<file path="src/rtl/svpc_pkg.sv">
// Package for the SVPWM compare generator.
// Shared types and constants for the front end, queue, back end and top level.
// No dependencies.
`default_nettype none

package svpc_pkg;

	localparam int FIFO_DEPTH_DEF = 2;
	localparam int CFG_W = 16;

	localparam logic [14:0] BUS_COEFF_RST  = 15'd4096;
	localparam logic [14:0] PERIOD_MAX_RST = 15'd4096;
	localparam logic [15:0] PERIOD_MOD_RST = 16'd32767;

	localparam logic signed [15:0] Q_LIMIT   = 16'sd30500;
	localparam logic signed [15:0] D_LIMIT   = 16'sd6500;
	localparam logic signed [15:0] C_SQRT3_2 = 16'sd28377;
	localparam logic [15:0] C_HALF = 16'd16384;

	typedef enum logic [1:0] {
		REG_BUS_COEFF  = 2'd0,
		REG_PERIOD_MAX = 2'd1,
		REG_PERIOD_MOD = 2'd2
	} cfg_reg_t;

	typedef struct packed {
		logic [14:0]        angle;
		logic signed [15:0] ds;
		logic signed [15:0] qs;
	} job_t;

	typedef struct packed {
		logic [15:0] cmp_a;
		logic [15:0] cmp_b;
		logic [15:0] cmp_c;
		logic [15:0] duty_a;
		logic [15:0] duty_b;
		logic [15:0] duty_c;
		logic [2:0]  sector;
	} result_t;

endpackage

`default_nettype wire

</file>
<file path="src/rtl/svpc_fifo.sv">
// Short queue between the front end and the back end.
// Depends on svpc_pkg.
`default_nettype none

module svpc_fifo import svpc_pkg::*; #(
	parameter int DEPTH = FIFO_DEPTH_DEF
) (
	input  wire logic clk,
	input  wire logic arst_n,
	input  wire logic push,
	input  job_t      push_data,
	output logic      full,
	input  wire logic pop,
	output job_t      head,
	output logic      not_empty
);

	localparam int PW = (DEPTH > 1) ? $clog2(DEPTH) : 1;
	localparam int CW = $clog2(DEPTH + 1);

	job_t          mem_q [DEPTH];
	logic [PW-1:0] wr_ptr_q;
	logic [PW-1:0] rd_ptr_q;
	logic [CW-1:0] count_q;

	assign full      = (count_q == CW'(DEPTH));
	assign not_empty = (count_q != '0);
	assign head      = mem_q[rd_ptr_q];

	always_ff @(posedge clk or negedge arst_n) begin
		if (!arst_n) begin
			wr_ptr_q <= '0;
			rd_ptr_q <= '0;
			count_q  <= '0;
		end else begin
			if (push) begin
				wr_ptr_q <= (wr_ptr_q == PW'(DEPTH - 1)) ? '0 : wr_ptr_q + 1'b1;
			end
			if (pop) begin
				rd_ptr_q <= (rd_ptr_q == PW'(DEPTH - 1)) ? '0 : rd_ptr_q + 1'b1;
			end
			if (push && !pop) begin
				count_q <= count_q + 1'b1;
			end else if (pop && !push) begin
				count_q <= count_q - 1'b1;
			end
		end
	end

	always_ff @(posedge clk) begin
		if (push) begin
			mem_q[wr_ptr_q] <= push_data;
		end
	end

`ifndef SYNTHESIS
	a_count_range: assert property (@(posedge clk) disable iff (!arst_n)
		count_q <= CW'(DEPTH)) else $error("queue count beyond depth");
	a_no_pop_empty: assert property (@(posedge clk) disable iff (!arst_n)
		pop |-> count_q != '0) else $error("pop from empty queue");
	a_no_push_full: assert property (@(posedge clk) disable iff (!arst_n)
		push |-> (count_q != CW'(DEPTH) || pop)) else $error("push into full queue");
	a_count_inc: assert property (@(posedge clk) disable iff (!arst_n)
		(push && !pop) |=> count_q == $past(count_q) + 1'b1) else $error("count lost a push");
`endif

endmodule

`default_nettype wire

</file>
<file path="config.mk">
export PLATFORM = sky130hd
export DESIGN_NAME = svpc_fifo
export DESIGN_NICKNAME = d
export VERILOG_FILES = /design/src/rtl/svpc_pkg.sv /design/src/rtl/svpc_fifo.sv
export SDC_FILE = /design/constraint.sdc
export NUM_CORES = 1
export LEC_CHECK = 0
export BUFFER_PORTS_ARGS = -buffer_cell sky130_fd_sc_hd__buf_4
export CAP_MARGIN = 30
export CORE_UTILIZATION = 47
export CTS_CLUSTER_DIAMETER = 120
export DETAILED_ROUTE_END_ITERATION = 10
export PLACE_DENSITY_LB_ADDON = 0.1
export REMOVE_ABC_BUFFERS = 1
export SETUP_SLACK_MARGIN = 0.2
export SLEW_MARGIN = 40
export SYNTH_ARGS = -nofsm -noshare
export SYNTH_HDL_FRONTEND = slang
export SYNTH_SLANG_ARGS = --single-unit
</file>
<file path="constraint.sdc">
create_clock -name clk -period 3 [get_ports clk]
set_input_delay 0.15 -clock clk [delete_from_list [all_inputs] [get_ports clk]]
set_output_delay 0.15 -clock clk [all_outputs]
set_load 0.1 [all_outputs]
</file>
=== Yosys cells after proc, flatten, opt, wreduce, memory -nomap -nowiden ===
Memory sizes are Yosys's and may differ from the RTL's.
Index checks and enable logic that the tools add are counted.

* Memory bits (writable): 94
* Memories kept: 1
* Register bits: 4

{| class="wikitable"
|+ Memories
! memory !! depth !! width !! read ports !! clocked after Yosys merged registers in !! wr ports !! line !! text
|-
| mem_q || 2 || 47 || 1 || 0 || 1 || svpc_fifo.sv:21 || <nowiki>job_t mem_q [DEPTH];</nowiki>
|}

* Equality and inequality tests: 1
* Mux-type cells: 6
* $add $sub $neg: 4
* Reduce and logical (&&, ||, !) cells: 6

{| class="wikitable"
|+ Operator list
! cell !! count
|-
| 2-to-1 mux 1 bit || 4
|-
| 2-to-1 mux 2 bit || 2
|-
| nonzero test 2 bit || 2
|-
| adder 1 bit, second input constant || 2
|-
| adder 2 x 1 -> 2 bit, second input constant || 1
|-
| == test 2 bit, second input constant || 1
|-
| logical AND 1 bit || 2
|-
| zero test 1 bit || 2
|-
| subtractor 2 x 1 -> 2 bit, second input constant || 1
|}

=== Longest topological paths before layout ===
* Word-level depth: 4
* Depth in mapped cells: 5
* Gate-level depth less buffers: 5

=== Worst setup path before layout ===
Ideal clock, no wire load.

* Kind: register to register
* Start point: register wr_ptr_q
* End point: memory mem_q[0][0] in the netlist's numbering (enable)
* Cell stages (with the launch flop): 2
* Arrival: 2,501 ps
* Slack: 42 ps
* Setup time: 457 ps
* Cells stage by stage: dfrtp_1 > nor2b_1

{| class="wikitable"
|+ RTL lines
! item !! line !! text
|-
| start: declaration || svpc_fifo.sv:22 || <nowiki>logic [PW-1:0] wr_ptr_q;</nowiki>
|-
| start signal: assignment || svpc_fifo.sv:37 || <nowiki>wr_ptr_q <= (wr_ptr_q == PW'(DEPTH - 1)) ? '0 : wr_ptr_q + 1'b1;</nowiki>
|-
| end: declaration || svpc_fifo.sv:21 ||
|}

Straight into the memory's write port.

==> qor.yml <==
cts_setup_buffers: 0
timing.fmax_mhz: 475
yosys.area_share.simple_pct: 0.786
dieArea_sq_um: 8140
worst-endpoint-arrival_ps: 1950
clk_pin_slew_ps: 80
yosys.area_share.adder_pct: 0.342
antenna_cells: 0
reg2regPathDepth: 2
synthXorXnorAreaFrac_pct: 1.20
drive_gt1_share_pct: 51.5
grt_pass1_wl_um: 9720
clk_latency_ps: 340
cts_num_sinks: 98
fillers: 498
syn_inst: 162
clock_skew_ps: 7.93
hold_viol: 0
num-nets-final: 371
num_io_pins: 100
avgSynthCellArea_sq_um: 22.6
fin_crit_sh_pct: 70.1
rsz0062_at_grt: "no"
hold_class: "in -> reg"
synth_cell_types: 14
final_cell_mix: "99 x buf_4, 94 x edfxtp_1, 49 x dlygate4sd3_1"
synth_top_family_by_area: "multiplexers"
grt_max_degree: 30
row_count: 31
crit_fanout: 29
mostFrequentLayoutCell: "buf_4"
start_util_pct: 49.4
numCtsBuffers: 9
gp_congestion: 0.664
ctsHoldBuffers: 49
synth-seq-cells: 98
rr_startpoint: "wr_ptr_q"
setup-tns-final_ps: 0
worstMarginPinSlew_ps: 688
grt_pass1_vias: 2050
synth_area_leaders: "edfxtp_1 77%, mux2_2 8.3%, mux2_4 8.2%, dfrtp_1 2.7%, xor2_1 0.96%"
drv_cap: 0
avgViaCountPerCell: 4.63
slew_headroom_pct: 54.1
drc: 0
layout_min_cycle_time_ps: 2100
die_x_um: 90.2
io_buffers: 99
setup_viol: 0
area_delta_synth_final_pct: 42.5
via_count: 1957
maxSlewViolCount: 0
dp_hpwl_um: 3760
cts.path.max_buffers: 2
overflow: 0
synth_area_sq_um: 3660
grt_util_all_layers_pct: 15.8
synth_top_area_share_pct: 77.1
final_antenna_net_count: 0
critPathLaunchType: "flop"
synth_top_area_cell: "edfxtp_1"
root_buffer: "clkbuf_8"
cp-end-kind: "output pin"
core_sq_um: 7410
muxShareOfSynthArea_pct: 16.5
drt_iter0_drc: 53
wl_per_cell_um: 14.4
cts_tree: "yes"
synth_compound_area_share_pct: 0
worstHoldStart: "push"
die_h_um: 90.2
crit_path_start: "rd_ptr_q"
yosysWarnings: 0
status: "completed"
min_delay_path_depth: 2
ys_seq_area_share_pct: 79.9
drt_first_pass_iters: 4
cts_resized: 0
antenna_found_initial: 0
routed_wl_um: 6100
required_ps: 2850
critical_path_class: "reg -> out"
htree_levels: 3
[through the flow]
stage                     hold slack [ps]  std cells  setup slack, ps  util, %  area, sq um
after floorplan                      -146        157             42.2        -         3620
after global placement              -50.3        358             1270     61.5         4550
after detailed placement            -49.7        358             1240     61.5         4550
after CTS                            6.57        423              862     70.4         5210
after global routing                 4.98        423              817     70.4         5210
final                                14.5        423              896     70.4         5210
[registers in the layout, summed over array words and instances (netlist names)]
name      flops
mem_q        94
count_q       2
rd_ptr_q      1
wr_ptr_q      1
[layer usage]
layer  global-route usage, %  vias to the layer above  part of all wire [%]
li1                        -                      944                     -
met1                    19.4                      940                    44
met2                    26.6                       61                    50
met3                    3.55                       12                   4.3
met4                    7.39                        0                   1.8
met5                       0                        -                     0
[worst max-delay path, stage by stage (launching register included)]
cell and delay, ps:
dfrtp_2 700, buf_12 290, mux2_2 370, buf_4 230
[synth_stat cells, drive strengths merged]
master / n
mux2: 47
inv: 1
dfrtp: 4
or2: 1
xor2: 4
xnor2: 1
ha: 1
buf: 5
nor2b: 2
edfxtp: 94
nor2: 1
and2: 1
[cell type report]
type	count	area (sq um)	share of cell area (%)
flip-flops and latches	98	2920	56.1
repair buffers	151	1290	24.8
multi-input cells	58	698	13.4
clock buffers	10	128	2.45
well taps	99	124	2.38
clock inverters	6	42.5	0.816
inverters	1	3.75	0.0720
[path summary, 6_finish.rpt]
kind,endpoint,slack [ps]
min in group asynchronous,count_q[1],140
max in group asynchronous,rd_ptr_q,2750
max reg2reg,mem_q[0][17],1410
min reg2reg,count_q[1],520
min,wr_ptr_q,10
max,head[19],900
[logic make-up (layout without fill, tap and decap cells)]
logic type / Yosys count / count (layout)
xor gates and xnor gates: 5 / 5
adders and majority gates: 1 / 1
buffers and inverters: 6 / 168
DFF: 98 / 98
muxes: 47 / 47
and+or+nand+nor: 5 / 5
Power is left out: the tool's default activity adds up to more than one toggle a clock period on the data nets, which glitch-free logic cannot reach.
