File: src/rtl/svpc_pkg.sv
// Package for the SVPWM compare generator.
// Shared types and constants for the front end, queue, back end and top level.
// No dependencies.
`default_nettype none

package svpc_pkg;

	localparam int FIFO_DEPTH_DEF = 2;
	localparam int CFG_W = 16;

	localparam logic [14:0] BUS_COEFF_RST  = 15'd4096;
	localparam logic [14:0] PERIOD_MAX_RST = 15'd4096;
	localparam logic [15:0] PERIOD_MOD_RST = 16'd32767;

	localparam logic signed [15:0] Q_LIMIT   = 16'sd30500;
	localparam logic signed [15:0] D_LIMIT   = 16'sd6500;
	localparam logic signed [15:0] C_SQRT3_2 = 16'sd28377;
	localparam logic [15:0] C_HALF = 16'd16384;

	typedef enum logic [1:0] {
		REG_BUS_COEFF  = 2'd0,
		REG_PERIOD_MAX = 2'd1,
		REG_PERIOD_MOD = 2'd2
	} cfg_reg_t;

	typedef struct packed {
		logic [14:0]        angle;
		logic signed [15:0] ds;
		logic signed [15:0] qs;
	} job_t;

	typedef struct packed {
		logic [15:0] cmp_a;
		logic [15:0] cmp_b;
		logic [15:0] cmp_c;
		logic [15:0] duty_a;
		logic [15:0] duty_b;
		logic [15:0] duty_c;
		logic [2:0]  sector;
	} result_t;

endpackage

`default_nettype wire

File: src/rtl/svpc_in_if.sv
// Input channel of the SVPWM compare generator: angle and d/q commands.
// Uses no package.
`default_nettype none

interface svpc_in_if;
	logic        valid;
	logic        ready;
	logic [14:0] angle;
	logic [15:0] volt_d;
	logic [15:0] volt_q;

	modport source (output valid, output angle, output volt_d, output volt_q, input ready);
	modport sink (input valid, input angle, input volt_d, input volt_q, output ready);
endinterface

`default_nettype wire

File: src/rtl/svpc_front.sv
// Front end: accepts input items, scales and clamps the d/q commands.
// Depends on svpc_pkg and svpc_in_if.
`default_nettype none

module svpc_front import svpc_pkg::*; (
	input  wire logic        clk,
	input  wire logic        arst_n,
	svpc_in_if.sink          cmd,
	input  wire logic [14:0] bus_coeff,
	output job_t             job,
	output logic             job_valid,
	input  wire logic        job_ready
);

	logic               valid_s1;
	logic [14:0]        angle_s1;
	logic signed [31:0] pd_s1;
	logic signed [31:0] pq_s1;
	logic signed [15:0] sd;
	logic signed [15:0] sq;

	assign cmd.ready = !valid_s1 || job_ready;

	always_ff @(posedge clk or negedge arst_n) begin
		if (!arst_n) begin
			valid_s1 <= 1'b0;
		end else if (cmd.ready) begin
			valid_s1 <= cmd.valid;
		end
	end

	always_ff @(posedge clk) begin
		if (cmd.ready && cmd.valid) begin
			angle_s1 <= cmd.angle;
			pd_s1    <= $signed(cmd.volt_d) * $signed({1'b0, bus_coeff});
			pq_s1    <= $signed(cmd.volt_q) * $signed({1'b0, bus_coeff});
		end
	end

	always_comb begin
		sd = pd_s1[27:12];
		sq = pq_s1[27:12];
		if (sd > D_LIMIT) begin
			sd = D_LIMIT;
		end else if (sd < -D_LIMIT) begin
			sd = -D_LIMIT;
		end
		if (sq > Q_LIMIT) begin
			sq = Q_LIMIT;
		end else if (sq < -Q_LIMIT) begin
			sq = -Q_LIMIT;
		end
	end

	assign job.angle = angle_s1;
	assign job.ds    = sd;
	assign job.qs    = sq;
	assign job_valid = valid_s1;

endmodule

`default_nettype wire

File: src/flat_wrapper.sv
// flat-port wrapper written by rule: the top's interface ports become plain ports
module svpc_front_flat import svpc_pkg::*;
  (clk, arst_n, bus_coeff, job, job_valid, job_ready, cmd_valid, cmd_angle, cmd_volt_d, cmd_volt_q, cmd_ready);
  svpc_in_if cmd_i ();
  input  wire logic clk;
  input  wire logic arst_n;
  input  wire logic [14:0] bus_coeff;
  output job_t job;
  output logic job_valid;
  input  wire logic job_ready;
  input wire logic [$bits(cmd_i.valid)-1:0] cmd_valid;
  input wire logic [$bits(cmd_i.angle)-1:0] cmd_angle;
  input wire logic [$bits(cmd_i.volt_d)-1:0] cmd_volt_d;
  input wire logic [$bits(cmd_i.volt_q)-1:0] cmd_volt_q;
  output wire logic [$bits(cmd_i.ready)-1:0] cmd_ready;
  assign cmd_i.valid = cmd_valid;
  assign cmd_i.angle = cmd_angle;
  assign cmd_i.volt_d = cmd_volt_d;
  assign cmd_i.volt_q = cmd_volt_q;
  assign cmd_ready = cmd_i.ready;
  svpc_front u_core (.clk(clk), .arst_n(arst_n), .cmd(cmd_i), .bus_coeff(bus_coeff), .job(job), .job_valid(job_valid), .job_ready(job_ready));
endmodule
File: config.mk
export PLATFORM = sky130hd
export DESIGN_NAME = svpc_front_flat
export DESIGN_NICKNAME = d
export VERILOG_FILES = /design/src/rtl/svpc_pkg.sv /design/src/rtl/svpc_in_if.sv /design/src/rtl/svpc_front.sv /design/src/flat_wrapper.sv
export SDC_FILE = /design/constraint.sdc
export NUM_CORES = 1
export LEC_CHECK = 0
export ABC_AREA = 1
export BUFFER_PORTS_ARGS = -buffer_cell sky130_fd_sc_hd__buf_2
export CAP_MARGIN = 30
export CORE_MARGIN = 2
export CORE_UTILIZATION = 38
export CTS_CLUSTER_SIZE = 25
export DETAILED_ROUTE_END_ITERATION = 10
export GPL_TIMING_DRIVEN = 0
export PLACE_DENSITY = 0.58
export SLEW_MARGIN = 20
export SYNTH_ARGS = -nofsm -noshare
export SYNTH_HDL_FRONTEND = slang
export SYNTH_SLANG_ARGS = --single-unit
export TNS_END_PERCENT = 10
File: constraint.sdc
create_clock -name clk -period 3.08 [get_ports clk]
set_input_delay 0.308 -clock clk [delete_from_list [all_inputs] [get_ports clk]]
set_output_delay 0.308 -clock clk [all_outputs]
set_load 0.05 [all_outputs]
Word level (Yosys, flattened, before mapping)
Cells that the tools add are included.

operators by class
  multipliers = 2
  $lt $le $gt $ge = 4
  multiplexer cells = 4
  reduce and logical (&&, ||, !) cells = 3

operators with widths
  kind                                                                                number
  16-bit 2-to-1 mux                                                                   4
  16-bit by 16-bit multiplier with 28-bit output                                      2
  16-bit by 14-bit greater-than comparator with 1-bit output (second input constant)  1
  16-bit greater-than comparator (second input constant)                              1
  16-bit by 14-bit less-than comparator with 1-bit output (second input constant)     1
  16-bit less-than comparator (second input constant)                                 1
  1-bit logical AND                                                                   1
  1-bit logical NOT                                                                   1
  1-bit logical OR                                                                    1

word-level totals
  register bits after elaboration = 72
  output and inout port bits = 49
  logic and storage cells = 17

Depth between registers and ports, before layout
  depth in word-level cells = 3
  gate-level depth with buffers = 27

Worst setup path before layout
No wires, ideal clock.

  kind = input-to-reg
  start point = input port cmd_volt_q[15]
  end point = register u_core.pq_s1[26] (data pin)
  setup time = 252 ps
  data arrival time = 5200 ps
  required time = 2828 ps
  setup slack = -2373 ps
  cell stages on the path = 22
  buffers on the path = 1
  path through = clkbuf_1 > nand2_1 > inv_1 > fa_1 > inv_1 > fa_1 > inv_1 > fa_1 > inv_1 > fa_1 > inv_1 > fa_1 > inv_1 > fa_1 > inv_1 > ha_1 > nand4_1 > nor2_1 > nand2_1 > or2_1 > nand3_1 > nand2_1

on the way
  cells in the longest elaborated chain, start to end = 1

ends and longest elaborated chain
  item                                            RTL line            text
  start: declaration                              flat_wrapper.sv:14  input wire logic [$bits(cmd_i.volt_q)-1:0] cmd_volt_q;
  16-bit by 16-bit multiplier with 28-bit output  svpc_front.sv:36    pq_s1 <= $signed(cmd.volt_q) * $signed({1'b0, bus_coeff});
  end signal: assignment                          svpc_front.sv:36
  end: declaration                                svpc_front.sv:18    logic signed [31:0] pq_s1;

Every way passes these cells.
A chain may end at the register's enable or synchronous reset.

Worst setup path in the final report
  start point = input port cmd_volt_d[15]
  end point = register u_core.pd_s1[27] (data pin)

on the way
  cells in the longest elaborated chain, start to end = 1

ends and longest elaborated chain
  item                                            RTL line            text
  start: declaration                              flat_wrapper.sv:13  input wire logic [$bits(cmd_i.volt_d)-1:0] cmd_volt_d;
  16-bit by 16-bit multiplier with 28-bit output  svpc_front.sv:35    pd_s1 <= $signed(cmd.volt_d) * $signed({1'b0, bus_coeff});
  end signal: assignment                          svpc_front.sv:35
  end: declaration                                svpc_front.sv:17    logic signed [31:0] pd_s1;

Every way passes these cells.

==> run metrics <==
status finished, violations left; failing checks negative setup slack; Syn Nets roughly 3300; fraction of layout cells with a size suffix above 1 15.3%; register-to-register setup slack ~1.4 ns; first-pass GRT wire length between 90 and 100 mm; Mapped Cells 2643; CP startpoint cmd_volt_d[15]; initial antenna violation count 2; largest family of logic cells by synthesized area adder cells; critical-path cell list buf_6 > buf_8 > buf_6 > nand2_2 > inv_1 > fa_2 > fa_2 > buf_4 > fa_1 > inv_1 > fa_1 > inv_1 > fa_1 > fa_1 > ha_4 > a21oi_2 > nand2_1 > a21oi_1 > nand2_1 > inv_1 > nand2_2 > nand3_1 > nand2_1; commonest cells after routing, fill and taps aside inv_1, nand2_1, fa_1, ha_1, buf_2; CTS tree built; Area growth, synth to finish 18.7%; routed length on met2 between 20 and 30 mm; Post-Synth XOR/XNOR Area 1.26%; antenna fix cells 0; grt ovf 0; final core occ about 46%; CTS Buffer Depth 2; Vias/cell 4.77; delay-heaviest family, CP adder cells; Slew @ Worst Pin 0.744 ns; H-Tree Depth 2; WP data required 3.19 ns; Synth Register Bits 48; Final Non-Filler Cells around 3500; CTS buffer count 5; CP endpoint kind flop; Ys Warns 0; Initial Utilization 38.3%; Fin. Hold Viols 0; clock slew at reported path FFs 0.10 ns; library cells used by synthesis 43; worst r2r dst u_core.pq_s1[25]; simple-gate share of the synthesized area 18.4%; critical setup path kind in2reg; vias post-DR 16600; Worst-Skew Late Latency ~0.35 ns; sequential fraction of the synthesis area 7.14%; Setup WS post-layout -2.15 ns; WP buf/inv 8; met3 routed WL 2.47 mm; Reg2Reg Launch Point u_core.job_valid; MaxCap Viol Count 0; area share of fa/ha/maj cells after synthesis 51.8%; minimum clock period between 5 and 6 ns; dpl hpwl 50.8 mm; Fillers 5178; Placed Cells 3444; Slew HR 50.4%; GPL Wtd Cong 0.909; Sink Count between 40 and 50; synthesized area per cell 7.61 um2; Synth Cell Area between 0.02 and 0.025 mm2; M1 WL 24.8 mm; CP arrival roughly 5.3 ns; Reg area 0.00144 mm2; Post-DRT Antenna Nets 0; CP Capture Point u_core.pd_s1[27]; mux contribution to synthesized area 0%; area occupied by multi-input gates about 0.016 mm2; CP max stage delay 0.58 ns; Total GRT Usage 23.1%; post-synthesis compound-gate area fraction 3.77%; DR top layer met5; RSZ-0062 raised after global routing yes; Final nets roughly 3400; num ports 115; Die Area roughly 0.055 mm2; period utilisation layout 170%; skew final 0.0197 ns; Finished Cell Area 0.0239 mm2; initial DRC count 894; worst-path fanout max 6; Startpoint Class input port; Final Max Tran Viols 0; routed wire length 59.9 mm; dpl cell area 0.0221 mm2; Root Driver clkbuf_16; IO buf count 111; Reg2Reg Depth 3; core footprint 0.0524 mm2; WP depth 23; post-DR wirelength/cell 17.1 um; Final setup viols 32; Max stage delay cell, worst path fa_2; largest net degree at the start of global routing 18; row cnt 84; Achievable Freq 0.191 GHz; Tightest Hold Check Type in2reg; commonest non-fill, non-tap cell in the layout inv_1; number of global-route vias before repair 17900; Die X 234 um; # DRC 0; First-pass DRT Iterations 5; Die Ht 234 um
## cells in the mapped netlist, drive strengths merged
cell type  count  area [um2]
inv          852        3200
nand2        731        2770
fa           432        8650
ha           142        1780
nor2          78         295
clkbuf        70         263
nand3         69         350
a21oi         55         279
edfxtp        47        1410
o21ai         42         210
xor2          18         158
nor3          14        70.1
buf           13        66.3
nand4         12        75.1
xnor2         11        96.3
nor4          10        81.3
o21bai        10        75.1
o21a           7        52.6
a21o           5        37.5
or2            5        31.3
a21boi         4        30.0
a31oi          3        18.8
o211ai         3        22.5
nand2b         2        12.5
nand3b         2        15.0
a22oi          1        7.51
a41oi          1        8.76
and3           1        6.26
dfrtp          1        25.0
o2111ai        1        8.76
o31ai          1        7.51
## kinds of logic (layout without fill, tap and decap cells)
kind of cell | after synthesis | after routing
AO/OA/AOI/OAI | 133 | 133
XOR/XNOR | 29 | 29
adder cells (fa/ha/maj) | 574 | 574
buffers and inverters | 935 | 1096
flip-flops | 48 | 48
AND/OR/NAND/NOR | 924 | 924
## metal layers
| metal | GRT usage (%) | vias up |
|---|---|---|
| met1 | 28.0 | 8259 |
| met5 | 0 | - |
| met2 | 41.3 | 428 |
| met3 | 2.74 | 138 |
| li1 | - | 7815 |
| met4 | 9.65 | 4 |
## what timing repair did
| action | CTS | global route |
|---|---|---|
| hold buffers | 1 | 0 |
| setup buffers | 27 | 13 |
| resized for setup | 271 | 61 |
| pin swaps | 49 | 29 |
| endpoints found under the hold margin | 1 | 0 |
| setup endpoints to repair | 32 | 32 |
## final cells by class
| cell class | count | area share (%) |
|---|---|---|
| Inverter | 852 | 13.5 |
| Timing Repair Buffer | 154 | 4.30 |
| Multi-Input combinational cell | 1660 | 67.5 |
| Sequential cell | 48 | 6.02 |
| Tap cell | 688 | 3.61 |
| Clock buffer | 5 | 0.524 |
| Buffer | 82 | 4.35 |
| Clock inverter | 3 | 0.288 |
## metrics by stage
step | hold slack, ns | setup TNS (ns) | setup WS, ns
2_1_floorplan | 0.0124 | -76.31 | -2.04
3_3_place_gp | 0.0831 | -172.09 | -3.27
3_5_place_dp | 0.0853 | -94.40 | -3.27
4_1_cts | 0.114 | -61.91 | -2.11
5_1_grt | 0.119 | -68.78 | -2.31
6_report | 0.126 | -62.84 | -2.15
## registers in the layout, indices dropped and copies added (netlist names)
name              flops
u_core.job_valid      1
u_core.pq_s1         16
u_core.angle_s1      15
u_core.pd_s1         16
## worst min-delay path by stage
stage | to | slack (ns) | start | cells past startpoint
after floorplan | u_core.job_valid | 0.01 | arst_n | 0
after detailed placement | u_core.job_valid | 0.09 | arst_n | 1
final | u_core.angle_s1[5] | 0.13 | cmd_angle[5] | 1
after global routing | u_core.angle_s1[3] | 0.12 | cmd_angle[3] | 1
after global placement | u_core.job_valid | 0.08 | arst_n | 1
after CTS | u_core.angle_s1[3] | 0.11 | cmd_angle[3] | 1
Power is not shown: default switching activity piles up to over one toggle a cycle in this logic, so the estimate is an artifact.
